## src/rtl/mts_pkg.sv

```systemverilog
// ----------------------------------------------------------------------------
// mts_pkg
// Shared sizes, codes and controller/datapath interface types for the
// min tracking stack.
// ----------------------------------------------------------------------------
`default_nettype none

package mts_pkg;

	// stack geometry
	localparam int DEPTH  = 16;
	localparam int ADDR_W = (DEPTH > 1) ? $clog2(DEPTH) : 1;
	localparam int CNT_W  = $clog2(DEPTH + 1);
	localparam int WORD_W = 32;

	// capacity register and output count are fixed at five bits
	localparam int CAP_W  = 5;
	localparam int CMP_W  = (CNT_W > CAP_W) ? CNT_W : CAP_W;
	localparam logic [CAP_W-1:0] CAP_RESET = CAP_W'(16);

	// operation codes
	localparam logic MODE_PUSH = 1'b0;
	localparam logic MODE_POP  = 1'b1;

	// result status codes
	typedef enum logic [1:0] {
		ST_DONE  = 2'd0,
		ST_FULL  = 2'd1,
		ST_EMPTY = 2'd2
	} status_t;

	// controller states
	typedef enum logic [2:0] {
		S_IDLE,
		S_EXEC,
		S_POP_WAIT,
		S_SCAN,
		S_EMIT
	} state_t;

	// controller to datapath commands
	typedef struct packed {
		logic latch;       // capture incoming beat
		logic do_push;     // store word, update minimum, bump count
		logic flag_full;   // mark push refused
		logic flag_empty;  // mark pop refused
		logic rd_top;      // read top entry
		logic take_pop;    // capture popped word, drop count
		logic scan_start;  // issue read of entry zero
		logic scan_step;   // fold one word into the running minimum
		logic emit;        // load output register
	} dp_cmd_t;

	// datapath to controller status
	typedef struct packed {
		logic op_pop;      // latched operation is a pop
		logic full;        // no room for a push
		logic empty;       // nothing to pop
		logic hit_min;     // top entry is the minimum position
		logic multi;       // more than one entry held
		logic scan_done;   // last remaining entry is on the read data
		logic out_free;    // output register can take a beat
	} dp_sts_t;

endpackage

`default_nettype wire

```

## src/rtl/mts_ram.sv

```systemverilog
// ----------------------------------------------------------------------------
// mts_ram
// Generic simple dual port RAM: one write port, one read port with
// registered read data.
// ----------------------------------------------------------------------------
`default_nettype none

module mts_ram #(
	parameter int WIDTH = 32,
	parameter int DEPTH = 16
) (
	input  wire logic                                       clk,
	input  wire logic                                       wr_en,
	input  wire logic [((DEPTH > 1) ? $clog2(DEPTH) : 1)-1:0] wr_addr,
	input  wire logic [WIDTH-1:0]                           wr_data,
	input  wire logic                                       rd_en,
	input  wire logic [((DEPTH > 1) ? $clog2(DEPTH) : 1)-1:0] rd_addr,
	output logic      [WIDTH-1:0]                           rd_data
);

	logic [WIDTH-1:0] mem_q [DEPTH];

	// write port
	always_ff @(posedge clk) begin
		if (wr_en) begin
			mem_q[wr_addr] <= wr_data;
		end
	end

	// registered read port
	always_ff @(posedge clk) begin
		if (rd_en) begin
			rd_data <= mem_q[rd_addr];
		end
	end

endmodule

`default_nettype wire

```

## src/rtl/mts_ctrl.sv

```systemverilog
// ----------------------------------------------------------------------------
// mts_ctrl
// Controller for the min tracking stack: sequences push, pop, minimum
// rescan and result hand-off one operation at a time.
// ----------------------------------------------------------------------------
`default_nettype none

module mts_ctrl import mts_pkg::*; (
	input  wire logic    clk,
	input  wire logic    arst_n,
	input  wire logic    in_valid,
	output logic         in_stall,
	input  wire dp_sts_t sts,
	output dp_cmd_t      cmd
);

	state_t state_q;
	state_t state_nxt;

	// state register
	always_ff @(posedge clk or negedge arst_n) begin
		if (!arst_n) begin
			state_q <= S_IDLE;
		end else begin
			state_q <= state_nxt;
		end
	end

	// next state and commands
	always_comb begin
		state_nxt = state_q;
		cmd       = '0;
		in_stall  = 1'b1;
		case (state_q)
			S_IDLE: begin
				in_stall = 1'b0;
				if (in_valid) begin
					cmd.latch = 1'b1;
					state_nxt = S_EXEC;
				end
			end
			S_EXEC: begin
				if (sts.op_pop) begin
					if (sts.empty) begin
						cmd.flag_empty = 1'b1;
						state_nxt      = S_EMIT;
					end else begin
						cmd.rd_top = 1'b1;
						state_nxt  = S_POP_WAIT;
					end
				end else begin
					if (sts.full) begin
						cmd.flag_full = 1'b1;
					end else begin
						cmd.do_push = 1'b1;
					end
					state_nxt = S_EMIT;
				end
			end
			S_POP_WAIT: begin
				cmd.take_pop = 1'b1;
				if (sts.hit_min && sts.multi) begin
					cmd.scan_start = 1'b1;
					state_nxt      = S_SCAN;
				end else begin
					state_nxt = S_EMIT;
				end
			end
			S_SCAN: begin
				cmd.scan_step = 1'b1;
				if (sts.scan_done) begin
					state_nxt = S_EMIT;
				end
			end
			S_EMIT: begin
				if (sts.out_free) begin
					cmd.emit  = 1'b1;
					state_nxt = S_IDLE;
				end
			end
			default: begin
				state_nxt = S_IDLE;
			end
		endcase
	end

endmodule

`default_nettype wire

```

## src/rtl/mts_dp.sv

```systemverilog
// ----------------------------------------------------------------------------
// mts_dp
// Datapath for the min tracking stack: word RAM, count and minimum
// tracking, capacity register and output register.
// ----------------------------------------------------------------------------
`default_nettype none

module mts_dp import mts_pkg::*; (
	input  wire logic                     clk,
	input  wire logic                     arst_n,
	input  wire logic                     cfg_we,
	input  wire logic        [CAP_W-1:0]  cfg_wdata,
	input  wire logic                     mode,
	input  wire logic signed [WORD_W-1:0] push_value,
	input  wire dp_cmd_t                  cmd,
	output dp_sts_t                       sts,
	output logic                          out_valid,
	input  wire logic                     out_stall,
	output logic signed      [WORD_W-1:0] popped_value,
	output logic signed      [WORD_W-1:0] minimum_value,
	output logic                          minimum_valid,
	output logic             [CAP_W-1:0]  entry_count,
	output logic             [1:0]        status
);

	// control state
	logic [CAP_W-1:0]  cap_q;
	logic [CNT_W-1:0]  count_q;
	logic [ADDR_W-1:0] min_pos_q;
	logic [ADDR_W-1:0] data_pos_q;
	logic              out_valid_q;

	// payload state
	logic                     op_mode_q;
	logic signed [WORD_W-1:0] op_value_q;
	logic signed [WORD_W-1:0] min_val_q;
	logic signed [WORD_W-1:0] popped_q;
	status_t                  status_q;
	logic signed [WORD_W-1:0] out_popped_q;
	logic signed [WORD_W-1:0] out_min_q;
	logic                     out_min_valid_q;
	logic [CAP_W-1:0]         out_count_q;
	status_t                  out_status_q;

	// ram ports
	logic                     rd_en;
	logic [ADDR_W-1:0]        rd_addr;
	logic [WORD_W-1:0]        rd_data;
	logic signed [WORD_W-1:0] rd_word;
	logic [ADDR_W-1:0]        top_addr;
	logic [ADDR_W-1:0]        last_addr;

	assign top_addr  = count_q[ADDR_W-1:0];
	assign last_addr = ADDR_W'(count_q - CNT_W'(1));
	assign rd_word   = $signed(rd_data);

	mts_ram #(
		.WIDTH (WORD_W),
		.DEPTH (DEPTH)
	) u_ram (
		.clk     (clk),
		.wr_en   (cmd.do_push),
		.wr_addr (top_addr),
		.wr_data (op_value_q),
		.rd_en   (rd_en),
		.rd_addr (rd_addr),
		.rd_data (rd_data)
	);

	// read address select: top entry, rescan start, rescan walk
	always_comb begin
		rd_en   = cmd.rd_top | cmd.scan_start | cmd.scan_step;
		rd_addr = data_pos_q + ADDR_W'(1);
		if (cmd.rd_top) begin
			rd_addr = last_addr;
		end else if (cmd.scan_start) begin
			rd_addr = '0;
		end
	end

	// status to controller
	always_comb begin
		sts.op_pop    = (op_mode_q == MODE_POP);
		sts.full      = (CMP_W'(count_q) >= CMP_W'(cap_q)) ||
		                (count_q >= CNT_W'(DEPTH));
		sts.empty     = (count_q == '0);
		sts.hit_min   = (last_addr == min_pos_q);
		sts.multi     = (count_q > CNT_W'(1));
		sts.scan_done = (data_pos_q == last_addr);
		sts.out_free  = !out_valid_q || !out_stall;
	end

	// capacity register
	always_ff @(posedge clk or negedge arst_n) begin
		if (!arst_n) begin
			cap_q <= CAP_RESET;
		end else if (cfg_we) begin
			cap_q <= cfg_wdata;
		end
	end

	// count, minimum position and rescan pointer
	always_ff @(posedge clk or negedge arst_n) begin
		if (!arst_n) begin
			count_q    <= '0;
			min_pos_q  <= '0;
			data_pos_q <= '0;
		end else begin
			if (cmd.do_push) begin
				count_q <= count_q + CNT_W'(1);
				if (count_q == '0) begin
					min_pos_q <= '0;
				end else if (op_value_q < min_val_q) begin
					min_pos_q <= top_addr;
				end
			end
			if (cmd.take_pop) begin
				count_q <= count_q - CNT_W'(1);
				if (!sts.multi) begin
					min_pos_q <= '0;
				end
			end
			if (cmd.scan_start) begin
				data_pos_q <= '0;
			end
			if (cmd.scan_step) begin
				data_pos_q <= data_pos_q + ADDR_W'(1);
				if ((data_pos_q == '0) || (rd_word < min_val_q)) begin
					min_pos_q <= data_pos_q;
				end
			end
		end
	end

	// operation capture, minimum word and result staging
	always_ff @(posedge clk) begin
		if (cmd.latch) begin
			op_mode_q  <= mode;
			op_value_q <= push_value;
			popped_q   <= '0;
			status_q   <= ST_DONE;
		end
		if (cmd.flag_full) begin
			status_q <= ST_FULL;
		end
		if (cmd.flag_empty) begin
			status_q <= ST_EMPTY;
		end
		if (cmd.do_push && ((count_q == '0) || (op_value_q < min_val_q))) begin
			min_val_q <= op_value_q;
		end
		if (cmd.take_pop) begin
			popped_q <= rd_word;
		end
		if (cmd.scan_step && ((data_pos_q == '0) || (rd_word < min_val_q))) begin
			min_val_q <= rd_word;
		end
	end

	// output beat valid
	always_ff @(posedge clk or negedge arst_n) begin
		if (!arst_n) begin
			out_valid_q <= 1'b0;
		end else if (cmd.emit) begin
			out_valid_q <= 1'b1;
		end else if (!out_stall) begin
			out_valid_q <= 1'b0;
		end
	end

	// output beat payload
	always_ff @(posedge clk) begin
		if (cmd.emit) begin
			out_popped_q    <= popped_q;
			out_min_q       <= (count_q != '0) ? min_val_q : '0;
			out_min_valid_q <= (count_q != '0);
			out_count_q     <= CAP_W'(count_q);
			out_status_q    <= status_q;
		end
	end

	assign out_valid     = out_valid_q;
	assign popped_value  = out_popped_q;
	assign minimum_value = out_min_q;
	assign minimum_valid = out_min_valid_q;
	assign entry_count   = out_count_q;
	assign status        = out_status_q;

endmodule

`default_nettype wire

```

## src/rtl/min_tracking_stack.sv

```systemverilog
// An op is latched and executed, and a pop that is not refused reads its top
// entry; the result is then loaded into the output register. A pop that
// removes the minimum with entries left adds a rescan of up to DEPTH-1
// remaining entries, reading the word RAM one entry per cycle. One operation
// at a time: next beat taken the cycle after the output register is loaded.
// Reset: stack empty, capacity 16, no output beat; the word RAM is not cleared.
// ----------------------------------------------------------------------------
// min_tracking_stack
// Bounded stack of signed 32-bit words that reports its current minimum
// with every push or pop result.
// ----------------------------------------------------------------------------
`default_nettype none

module min_tracking_stack import mts_pkg::*; (
	input  wire logic                     clk,
	input  wire logic                     arst_n,
	input  wire logic                     cfg_we,
	input  wire logic        [CAP_W-1:0]  cfg_wdata,
	input  wire logic                     in_valid,
	output logic                          in_stall,
	input  wire logic                     mode,
	input  wire logic signed [WORD_W-1:0] push_value,
	output logic                          out_valid,
	input  wire logic                     out_stall,
	output logic signed      [WORD_W-1:0] popped_value,
	output logic signed      [WORD_W-1:0] minimum_value,
	output logic                          minimum_valid,
	output logic             [CAP_W-1:0]  entry_count,
	output logic             [1:0]        status
);

	dp_cmd_t cmd;
	dp_sts_t sts;

	mts_ctrl u_ctrl (
		.clk      (clk),
		.arst_n   (arst_n),
		.in_valid (in_valid),
		.in_stall (in_stall),
		.sts      (sts),
		.cmd      (cmd)
	);

	mts_dp u_dp (
		.clk           (clk),
		.arst_n        (arst_n),
		.cfg_we        (cfg_we),
		.cfg_wdata     (cfg_wdata),
		.mode          (mode),
		.push_value    (push_value),
		.cmd           (cmd),
		.sts           (sts),
		.out_valid     (out_valid),
		.out_stall     (out_stall),
		.popped_value  (popped_value),
		.minimum_value (minimum_value),
		.minimum_valid (minimum_valid),
		.entry_count   (entry_count),
		.status        (status)
	);

	// one operation in flight: accepted beat closes the input side
	a_busy_after_accept: assert property (@(posedge clk) disable iff (!arst_n)
		(in_valid && !in_stall) |=> in_stall)
		else $error("input accepted while an operation is in flight");

	// controller issues at most one major command per cycle
	a_cmd_onehot: assert property (@(posedge clk) disable iff (!arst_n)
		$onehot0({cmd.latch, cmd.do_push, cmd.rd_top, cmd.scan_step, cmd.emit}))
		else $error("conflicting datapath commands");

	// minimum flag tracks the count in every result
	a_min_valid: assert property (@(posedge clk) disable iff (!arst_n)
		out_valid |-> (minimum_valid == (entry_count != '0)))
		else $error("minimum valid does not match entry count");

	// refused pop leaves an empty stack and no word
	a_empty_pop: assert property (@(posedge clk) disable iff (!arst_n)
		(out_valid && (status == ST_EMPTY)) |->
		((entry_count == '0) && (popped_value == '0)))
		else $error("refused pop with data or entries");

	// count never passes the stack depth
	a_count_bound: assert property (@(posedge clk) disable iff (!arst_n)
		out_valid |-> (CMP_W'(entry_count) <= CMP_W'(DEPTH)))
		else $error("entry count above depth");

endmodule

`default_nettype wire

```

## config.mk

```make
export PLATFORM = sky130hd
export DESIGN_NAME = min_tracking_stack
export DESIGN_NICKNAME = d
export VERILOG_FILES = /design/src/rtl/mts_pkg.sv /design/src/rtl/mts_ram.sv /design/src/rtl/mts_ctrl.sv /design/src/rtl/mts_dp.sv /design/src/rtl/min_tracking_stack.sv
export SDC_FILE = /design/constraint.sdc
export NUM_CORES = 1
export LEC_CHECK = 0
export ABC_AREA = 1
export BUFFER_PORTS_ARGS = -buffer_cell sky130_fd_sc_hd__buf_2
export CAP_MARGIN = 0
export CORE_ASPECT_RATIO = 1.75
export CORE_MARGIN = 2
export CORE_UTILIZATION = 40
export CTS_CLUSTER_DIAMETER = 200
export DETAILED_ROUTE_END_ITERATION = 6
export GPL_TIMING_DRIVEN = 0
export RECOVER_POWER = 25
export SLEW_MARGIN = 20
export SYNTH_ARGS = -nofsm -noshare
export SYNTH_HDL_FRONTEND = slang
export SYNTH_SLANG_ARGS = --single-unit
```

## constraint.sdc

```tcl
create_clock -name clk -period 5.75 [get_ports clk]
set_input_delay 0.8625 -clock clk [delete_from_list [all_inputs] [get_ports clk]]
set_output_delay 0.8625 -clock clk [all_outputs]
set_load 0.01 [all_outputs]
```

==> summary.md, run 1 <==
| Metric | Value |
|---|---|
| Status | `complete, no violations` |
| FF+latch count, synth | `737` |
| Largest net degree at the start of global routing | `33` |
| F_max | `240.2 MHz` |
| Layout cells sized above 1 | `0.1210` |
| Unrepaired setup endpoints after global routing | `no` |
| Power Density | `545.6 mW/mm^2` |
| Final Cycle Share | `0.7241` |
| Main flop type after synthesis | `edfxtp_1` |
| Worst-path maximum fanout | `32` |
| Worst Setup EP | `u_dp.min_val_q[21]` |
| Setup Skew | `21.81 ps` |
| Sequential Power Share | `0.380` |
| Clock Latency Late Sink | `640 ps` |
| Switch share | `0.4123` |
| Vias in the first global route | `21090` |
| Drt total wl | `89840 um` |
| H-tree depth | `3` |
| Initial antenna violation count | `3` |
| R2R cell count | `13` |
| Synth Warn # | `0` |
| First-pass GRT wire length | `131000 um` |
| Clock power frac | `0.227` |
| Layout area overhead | `14.84%` |
| Most frequent CP cell | `nand2_1` |
| CP max stage cell | `nand2_2` |
| Post-CTS sizing | `0` |
| Worst-path clk slew | `70 ps` |
| Synthesized Nets | `2898` |
| Core Rows | `136` |
| I/O pin cnt | `117` |
| Sequential-to-total area share from yosys stat | `0.6962` |
| Die height | `375.8 um` |
| Worst-Margin Slew | `1304 ps` |
| Syn Inst Count | `2781` |
| CTS tree | `yes` |
| DP Worst Slack | `1443 ps` |
| CTS Buffer Depth | `3` |
| Total congestion overflow | `0` |
| Num CTS Buffers | `67` |
| Global placement routability congestion | `0.8957` |
| Initial core utilization | `0.4028` |
| Starting DRT DRC Count | `1649` |
| Area leader, netlist | `edfxtp_1` |
| Worst Path Required | `5940 ps` |
| Worst setup path startpoint | `u_dp.u_ram.rd_data[31]` |
| Drt pass-1 iters | `5` |
| R2R Path Start | `u_dp.u_ram.rd_data[31]` |
| RR Endpoint | `u_dp.min_val_q[21]` |
| Gr usage total | `0.2223` |
| Count of final setup violators | `0` |
| Gate power share | `0.393` |
| Nets | `3106` |
| Synth async-reset ratio | `0.02985` |
| Final hold violation count | `0` |
| Rel. slew slack | `0.1308` |
| Hpwl dp | `66220 um` |
| Net switching power | `8.163 mW` |
| Max-slew violation count | `0` |
| Vias per inst | `5.197` |
| CORE AREA | `0.07845 sq mm` |
| CP max stage delay | `610 ps` |
| Setup CP Type | `flip-flop to flip-flop` |
| Worst setup EP type | `flip-flop` |
| CP Launch Type | `flip-flop` |
| Netlist Area Pre-Place | `0.03160 sq mm` |
| CTS Sinks | `737` |
| Via count | `21150` |
| Crit path arrival time | `4350 ps` |
| Tmin final | `4164 ps` |
| Die outline width | `216.5 um` |
| # hold bufs at CTS | `0` |
| Number of synthesized flops with an enable pin | `713` |
| Crit path cell chain | `ha_1 -> nand2_1 -> nor2_1 -> nand2_1 -> nor4_1 -> nand2_1 -> nand2_1 -> nand2_1 -> nand2_1 -> nand2_1 -> nand2_1 -> clkbuf_1 -> nand2_2` |
| Min Hold Slack | `393.6 ps` |
| Setup slack, reg-to-reg | `1590 ps` |
| Setup WS post-layout | `1586 ps` |
| WL per Instance | `22.08 um` |
| Leakage | `14.46 nW` |
| Worst hold path class | `input port to flip-flop` |
| Total internal power | `11.64 mW` |
| Die footprint | `0.08136 sq mm` |
| Root Driver | `clkbuf_16` |
| Fill cells | `7106` |
| Netlist cell types | `44` |
| Synth top area cells | `edfxtp_1 68%, nand2_1 9.8%, nand3_1 7.9%` |
| Post-Syn Area per Cell | `11.36 sq um` |
| Post-synth top area share | `0.6775` |
| DRT antenna net count | `0` |
| Buffers on Ports | `115` |
| Worst vdd ir | `0.0002615 V` |
| Post-CTS setup buffer count | `0` |
| Max_cap viols | `0` |
| Drc violations | `0` |
through the flow:
stage	cell area [sq um]	power, mW	setup TNS (ps)	util	std cells
final	36290	19.80	0	0.4626	4069
after global placement	33470	15.23	-3735	0.4267	3931
after detailed placement	34180	15.37	0	0.4357	3955
after floorplan	31600	12.18	0	-	2781
after global routing	36290	20.85	0	0.4626	4068
after CTS	36300	19.84	0	0.4627	4068
cells by family after synthesis:
kind of cell,count (synthesis),synth area share
AND/OR/NAND/NOR,1493,0.2038
flip-flops,737,0.6962
buffers and inverters,358,0.04854
AO/OA/AOI/OAI,110,0.01928
adder cells (fa/ha/maj),74,0.02930
XOR/XNOR,8,0.002455
multiplexers,1,0.0003563
state kept, by name, indices dropped and copies added (netlist names), 2 cells and up:
name,flops
u_dp.u_ram.mem_q,512
u_dp.min_val_q,32
u_dp.u_ram.rd_data,32
u_dp.cap_q,5
u_dp.op_value_q,32
u_dp.minimum_value,32
u_dp.popped_q,32
u_dp.entry_count,5
u_dp.data_pos_q,4
u_ctrl.state_q,3
u_dp.count_q,5
u_dp.status_q,2
u_dp.popped_value,32
u_dp.status,2
u_dp.min_pos_q,4
worst max-delay path: cells and delay by family, from the launching register on:
family                     cells  cell delay, ps
and+or+nand+nor               11            2410
buffers and inverters          1             500
DFF                            1             410
adders and majority gates      1             380
cell usage after synthesis (2+ instances only):
cell type,instances
nand3_1,499
nand2_1,826
o21ai_0,53
a31oi_1,2
nor4_1,5
nand3b_1,32
o21a_1,4
nor3_2,2
buf_2,77
edfxtp_1,713
nand2_2,2
xor2_1,4
dfrtp_1,21
buf_1,4
ha_1,74
xnor2_1,3
inv_2,6
clkbuf_1,42
nor3_1,7
buf_4,23
dfxtp_1,2
o22ai_1,4
inv_1,204
a21oi_1,36
nand4_1,11
nor2_1,104
o211ai_1,3
nand3_2,2
per-layer routing:
metal | vias up | part of all wire | track usage
met1 | 10220 | 0.34 | 0.2250
met5 | - | 0.00014 | 0
met2 | 700 | 0.55 | 0.4279
met3 | 241 | 0.049 | 0.02921
li1 | 9988 | - | -
met4 | 2 | 0.058 | 0.1322
power by group through the flow:
stage                     combinational [mW]  clock, mW  sequential (mW)
after floorplan                         4.76          0             7.42
after CTS                               7.77       4.55             7.52
final                                   7.79       4.49             7.52
after detailed placement                7.73          0             7.64
after global routing                    8.52       4.73             7.60
after global placement                  7.58          0             7.65
worst min path at each step:
| stage | start | endpoint | slack (ps) | depth (start not counted) |
|---|---|---|---|---|
| 2_1_floorplan | u_dp.popped_q[0] | u_dp.popped_value[0] | 400 | 0 |
| 3_3_place_gp | u_dp.popped_q[2] | u_dp.popped_value[2] | 400 | 0 |
| 3_5_place_dp | u_dp.popped_q[13] | u_dp.popped_value[13] | 400 | 0 |
| 4_1_cts | arst_n | u_ctrl.state_q[0] | 190 | 1 |
| 5_1_grt | push_value[0] | u_dp.op_value_q[0] | 380 | 1 |
| 6_report | push_value[19] | u_dp.op_value_q[19] | 390 | 1 |
layout by cell type, fill, tap and decap left out, drive strengths merged, types with 2 or more instances in the layout:
cell    synthesis  layout
nand2         828     828
o21a            4       4
a31oi           2       2
ha             74      74
o21ai          53      53
dfrtp          21      21
a21oi          37      37
nor3            9       9
nand3         501     501
edfxtp        713     713
inv           210     213
xor2            5       5
o211ai          3       3
o22ai           5       5
nor2          105     105
nand4          12      12
clkinv          1      25
xnor2           3       3
nor4            5       5
bufinv          0       7
clkbuf         42     127
nand3b         32      32
dfxtp           2       2
buf           105     237
area by class of cell:
class	instances	area (sq um)	share of cell area
clock inverters	35	360.3	0.009930
inverters	211	792.0	0.02182
multi-input cells	1686	8205	0.2261
diodes	1	2.502	0.00006896
clock buffers	78	1760	0.04851
plain buffers	147	742.0	0.02045
well taps	1035	1295	0.03568
repair buffers	139	1130	0.03113
flip-flops and latches	737	22000	0.6063
Power figures use the tool's default switching activity.
==> run 2, diff against run 1 <==
ABC_AREA = 0   (was 1)
clock period = 3.5 ns   (was 5.75 ns; I/O delays follow)
==> summary.md, run 2 <==
| Metric | Value |
|---|---|
| Multi-input logic area | `0.009153 sq mm` |
| DRT antenna net count | `0` |
| Synth Warn # | `0` |
| Worst vdd ir | `0.0006140 V` |
| Min Hold Slack | `73.93 ps` |
| Most frequent cells in the layout | `713 x edfxtp_1, 287 x nand2_1, 131 x a21oi_1` |
| Fill cells | `6114` |
| Final core utilization | `0.5055` |
| Synth top area cells | `edfxtp_1 71%, a21oi_1 4.5%, a221oi_1 3.7%` |
| Unrepaired setup endpoints after global routing | `yes` |
| Worst hold path class | `input port to flip-flop` |
| Rel. slew slack | `0.04305` |
| CTS tree | `yes` |
| Post-DP Area | `0.03265 sq mm` |
| Vias per inst | `5.918` |
| Worst-path clk slew | `70 ps` |
| Tmin final | `3684 ps` |
| CP max stage cell | `or3_4` |
| Syn Inst Count | `2136` |
| Layout cells sized above 1 | `0.2780` |
| Initial core utilization | `0.4032` |
| Status | `complete, but fails checks` |
| Gr usage total | `0.2300` |
| Register Area | `0.02200 sq mm` |
| Sequential-to-total area share from yosys stat | `0.7287` |
| Max_cap viols | `0` |
| DP Worst Slack | `-1327 ps` |
| Setup WS post-layout | `-183.9 ps` |
| Drt pass-1 iters | `7` |
| Synthesized Nets | `2253` |
| CTS Buffer Depth | `3` |
| Hpwl dp | `63500 um` |
| Vias in the first global route | `20680` |
| Total congestion overflow | `0` |
| Worst Path Required | `3860 ps` |
| Core Rows | `133` |
| Initial antenna violation count | `0` |
| Num CTS Buffers | `67` |
| Via count | `20260` |
| Starting DRT DRC Count | `1730` |
| CP max stage delay | `460 ps` |
| Top post-synthesis cells by count | `713 x edfxtp_1, 294 x nand2_1, 270 x a21oi_1, 128 x a221oi_1, 102 x clkbuf_1` |
| CTS Sinks | `737` |
| Ant diodes | `0` |
| CP Launch Type | `flip-flop` |
| Drt total wl | `93090 um` |
| Synth async-reset ratio | `0.02985` |
| Drc violations | `0` |
| Die footprint | `0.07778 sq mm` |
| Crit path arrival time | `4040 ps` |
| Failing checks | `negative setup slack` |
| Design area | `0.03786 sq mm` |
| Final hold violation count | `0` |
| Count of final setup violators | `48` |
| Netlist Area Pre-Place | `0.03019 sq mm` |
| First-pass GRT wire length | `130000 um` |
| F_max | `271.5 MHz` |
| Crit path cell chain | `buf_6 -> clkinvlp_4 -> buf_12 -> ha_4 -> xor3_1 -> a2111o_1 -> or3_4 -> and2_4 -> buf_8 -> clkbuf_16 -> clkbuf_16 -> a21oi_1 -> a221oi_2 -> or4_4` |
| CORE AREA | `0.07488 sq mm` |
| Worst-Margin Slew | `1435 ps` |
| FF+latch count, synth | `737` |
| Most frequent CP cell | `clkbuf_16` |
| Clock Latency Late Sink | `630 ps` |
| Die height | `367.4 um` |
| Max reg flops | `512` |
| WL per Instance | `27.20 um` |
| Worst setup EP type | `flip-flop` |
| Post-Syn Area per Cell | `14.14 sq um` |
| Max-slew violation count | `0` |
| Global placement routability congestion | `0.8838` |
| H-tree depth | `3` |
| Number of synthesized flops with an enable pin | `713` |
| Nets | `2547` |
| Setup CP Type | `flip-flop to flip-flop` |
| Largest net degree at the start of global routing | `33` |
| Root Driver | `clkbuf_16` |
| Commonest non-fill, non-tap cell in the layout | `edfxtp_1` |
| Worst-path maximum fanout | `10` |
| I/O pin cnt | `117` |
| Final Cycle Share | `1.053` |
| Main flop type after synthesis | `edfxtp_1` |
| Setup slack, reg-to-reg | `-180 ps` |
| Netlist cell types | `64` |
| Count leader, synth | `edfxtp_1` |
| Power Density | `954.7 mW/mm^2` |
| Leakage | `12.85 nW` |
| Layout area overhead | `25.38%` |
| Post-synth top area share | `0.7091` |
| Top reg by flops | `u_dp.u_ram.mem_q` |
| Setup Skew | `16.04 ps` |
| Buffers on Ports | `115` |
| Die outline width | `211.7 um` |
| Total power | `36.14 mW` |
| Area leader, netlist | `edfxtp_1` |
-- run 2: area by class of cell --
class / instances / area share
multi-input combinational: 1208 / 0.2418
timing repair buffer: 225 / 0.05626
buffer: 143 / 0.03104
clock buffer: 89 / 0.04812
sequential: 737 / 0.5813
inverter: 48 / 0.005057
clock inverter: 28 / 0.005255
tap: 945 / 0.03123
-- run 2: worst max-delay path: cells and delay by family, from the launching register on --
kind	cells	cell delay, ps
fa+ha+maj	1	150
simple gates	3	1100
xor+xnor	1	180
buf+inv	6	910
compound gates	3	690
flops	1	380
-- run 2: power breakdown --
part	leakage [nW]	total, mW	internal (mW)	switching, mW
clock	0.986	7.03	3.77	3.26
sequential	6.77	12.4	11.5	0.868
combinational	5.09	16.7	5.99	10.7
-- run 2: what timing repair did --
item | 4_1_cts | 5_1_grt
cloned | 3 | 12
endpoints found under the setup margin | 611 | 255
pin swaps | 38 | 64
gates resized for setup | 321 | 225
endpoints found under the hold margin | 21 | 0
hold buffers | 1 | 0
setup buffers | 33 | 41
-- run 2: through the flow --
stage	TNS, ps	cells
after CTS	-5882	3372
after global routing	-9562	3423
final	-4655	3423
after global placement	-934980	3196
after floorplan	-129780	2136
after detailed placement	-330260	3220
-- run 2: cells by family after synthesis --
kind of cell | Yosys count | share of synthesized area
flip-flops | 737 | 0.7287
AND/OR/NAND/NOR | 561 | 0.08587
AO/OA/AOI/OAI | 544 | 0.1184
buffers and inverters | 195 | 0.02768
adder cells (fa/ha/maj) | 74 | 0.03067
XOR/XNOR | 16 | 0.005636
multiplexers | 9 | 0.003067
-- run 2: worst paths after layout --
check | cells past startpoint | startpoint | to
max in group asynchronous | 2 | arst_n | u_dp.count_q[1]
min in group asynchronous | 2 | arst_n | u_dp.count_q[2]
worst max register to register | 14 | u_dp.count_q[0] | u_dp.u_ram.rd_data[9]
worst min-delay path | 1 | push_value[27] | u_dp.op_value_q[27]
worst max-delay path | 14 | u_dp.count_q[0] | u_dp.u_ram.rd_data[9]
worst min register to register | 0 | u_dp.popped_q[4] | u_dp.popped_value[4]
-- run 2: routing by layer --
| metal | up-vias | GRT usage | share of wire |
|---|---|---|---|
| li1 | 8908 | - | - |
| met1 | 10110 | 0.2348 | 0.33 |
| met2 | 959 | 0.4333 | 0.54 |
| met3 | 284 | 0.03437 | 0.059 |
| met4 | 0 | 0.1423 | 0.070 |
| met5 | - | 0 | 0 |
==> run 3, diff against run 2 <==
clock period = 3 ns   (was 3.5 ns; I/O delays follow)
==> summary.md, run 3 (synthesis gave the netlist of run 2 again) <==
| Metric | Value |
|---|---|
| Vias in the first global route | `21030` |
| Clock Latency Late Sink | `640 ps` |
| Setup slack, reg-to-reg | `-650 ps` |
| F_max | `274.1 MHz` |
| I/O pin cnt | `117` |
| Vias per inst | `5.962` |
| Tmin final | `3649 ps` |
| Crit path arrival time | `4000 ps` |
| Worst-path clk slew | `60 ps` |
| Worst Hold Path EP | `u_dp.cap_q[3]` |
| Leakage | `13.49 nW` |
| Die footprint | `0.07778 sq mm` |
| Die outline width | `211.7 um` |
| Min Hold Slack | `34.63 ps` |
| Min-delay src | `cfg_wdata[3]` |
| Gr usage total | `0.2317` |
| DRT antenna net count | `0` |
| CORE AREA | `0.07488 sq mm` |
| CTS tree | `yes` |
| Layout area overhead | `29.68%` |
| Most frequent cells in the layout | `713 x edfxtp_1, 287 x nand2_1, 152 x a21oi_1` |
| Largest net degree at the start of global routing | `33` |
| RR Endpoint | `u_dp.u_ram.rd_data[12]` |
| Placed Cells incl. Taps | `3226` |
| R2R Path Start | `u_dp.count_q[0]` |
| Starting DRT DRC Count | `1917` |
| Worst vdd ir | `0.0008005 V` |
| Via count | `21030` |
| Worst Path Required | `3350 ps` |
| Root Driver | `clkbuf_16` |
| H-tree depth | `3` |
| Max reg flops | `512` |
| Num CTS Buffers | `67` |
| CTS Buffer Depth | `3` |
| Initial antenna violation count | `1` |
| R2R cell count | `13` |
| CP Launch Type | `flip-flop` |
| Total congestion overflow | `0` |
| Drt total wl | `96400 um` |
| Drc violations | `0` |
| Worst-path maximum fanout | `10` |
| Post-DP Area | `0.03293 sq mm` |
| Hpwl dp | `64950 um` |
| Core Rows | `133` |
| Initial core utilization | `0.4032` |
| Design area | `0.03915 sq mm` |
| Power Density | `1099 mW/mm^2` |
| Final hold violation count | `0` |
| Final Cycle Share | `1.216` |
| Non-filler cells in the finished layout | `3527` |
| Setup WS post-layout | `-648.9 ps` |
| Status | `complete, but fails checks` |
| Worst hold path class | `input port to flip-flop` |
| Die height | `367.4 um` |
| Setup Skew | `20.44 ps` |
| Setup TNS Final | `-117540 ps` |
| Layout cells sized above 1 | `0.2924` |
| Global placement routability congestion | `0.9091` |
| WL per Instance | `27.33 um` |
| Setup CP Type | `flip-flop to flip-flop` |
| CTS Sinks | `737` |
| Worst-Margin Slew | `965.9 ps` |
| Drt pass-1 iters | `7` |
| Hold Crit Depth | `3` |
| Unrepaired setup endpoints after global routing | `yes` |
| Max-slew violation count | `0` |
| Max_cap viols | `0` |
| Top reg by flops | `u_dp.u_ram.mem_q` |
| Nets | `2645` |
| Commonest non-fill, non-tap cell in the layout | `edfxtp_1` |
| First-pass GRT wire length | `131100 um` |
| Ant diodes | `0` |
| Total power | `43.03 mW` |
| Buffers on Ports | `115` |
| Count of final setup violators | `588` |
| Failing checks | `negative setup slack` |
| Worst setup EP type | `flip-flop` |
| Rel. slew slack | `0.3537` |
==> run 3: cell types whose count changed in the layout (fill, tap and decap cells not counted), sizes merged <==
cell / before / now
bufinv: 1 / 4
dlygate4sd3: 1 / 33
nor2: 72 / 70
buf: 254 / 319
inv: 53 / 50
clkbuf: 202 / 200
clkinvlp: 2 / 5
clkinv: 20 / 28
==> run 3: where the power goes <==
group          switching [mW]  internal [mW]  total (mW)  leakage, nW
logic                    13.0           7.40        20.4         5.69
clock network            3.85           4.66        8.51         1.03
registers               0.682           13.5        14.1         6.77
==> run 3: cell type report <==
class / count / area, sq um
Buffer: 144 / 1200
Clock buffer: 84 / 1804
Clock inverter: 39 / 340.3
Fill cell: 6063 / 35730
Inverter: 48 / 192.7
Multi-Input combinational cell: 1206 / 9067
Sequential cell: 737 / 22000
Tap cell: 945 / 1182
Timing Repair Buffer: 324 / 3361
==> run 3: how the worst max path moves through the flow <==
stage,to,from,depth (start not counted)
final,u_dp.u_ram.rd_data[12],u_dp.count_q[0],13
after global routing,u_dp.u_ram.rd_data[22],u_dp.count_q[0],13
after detailed placement,u_dp.u_ram.rd_data[3],u_dp.count_q[3],13
after CTS,u_dp.u_ram.rd_data[11],u_dp.count_q[0],14
after global placement,u_dp.min_val_q[6],u_dp.op_value_q[25],6
after floorplan,u_dp.u_ram.rd_data[23],u_dp.count_q[0],14
==> run 3: critical path, cell delays in order (launching register included) <==
cell,delay (ps)
dfrtp_1,420
buf_6,150
inv_8,60
ha_4,160
xor3_1,230
a2111o_1,390
or3_4,470
and2_4,190
buf_12,140
clkbuf_16,180
clkbuf_16,180
a21oi_1,160
a221oi_1,110
or4_4,530
==> run 3: through the flow <==
stage | worst slack [ps] | util
after floorplan | -295.7 | -
after CTS | -554.3 | 0.4910
final | -648.9 | 0.5228
after global routing | -668.5 | 0.5228
after detailed placement | -1780 | 0.4397
after global placement | -1925 | 0.4297
==> run 3: routing by layer <==
layer | GRT usage | wire length, um
met3 | 0.03070 | 5628
met5 | 0 | 13
met4 | 0.1452 | 6656
met2 | 0.4350 | 51870
met1 | 0.2398 | 32240
==> run 3: repair_timing <==
action                                  CTS  global route
buffers inserted                         17           110
pin swaps                                46            48
endpoints found under the setup margin  645           643
endpoints found under the hold margin    53             0
gates cloned                              1            20
gates resized for setup                 338           181
hold buffers                             33             0
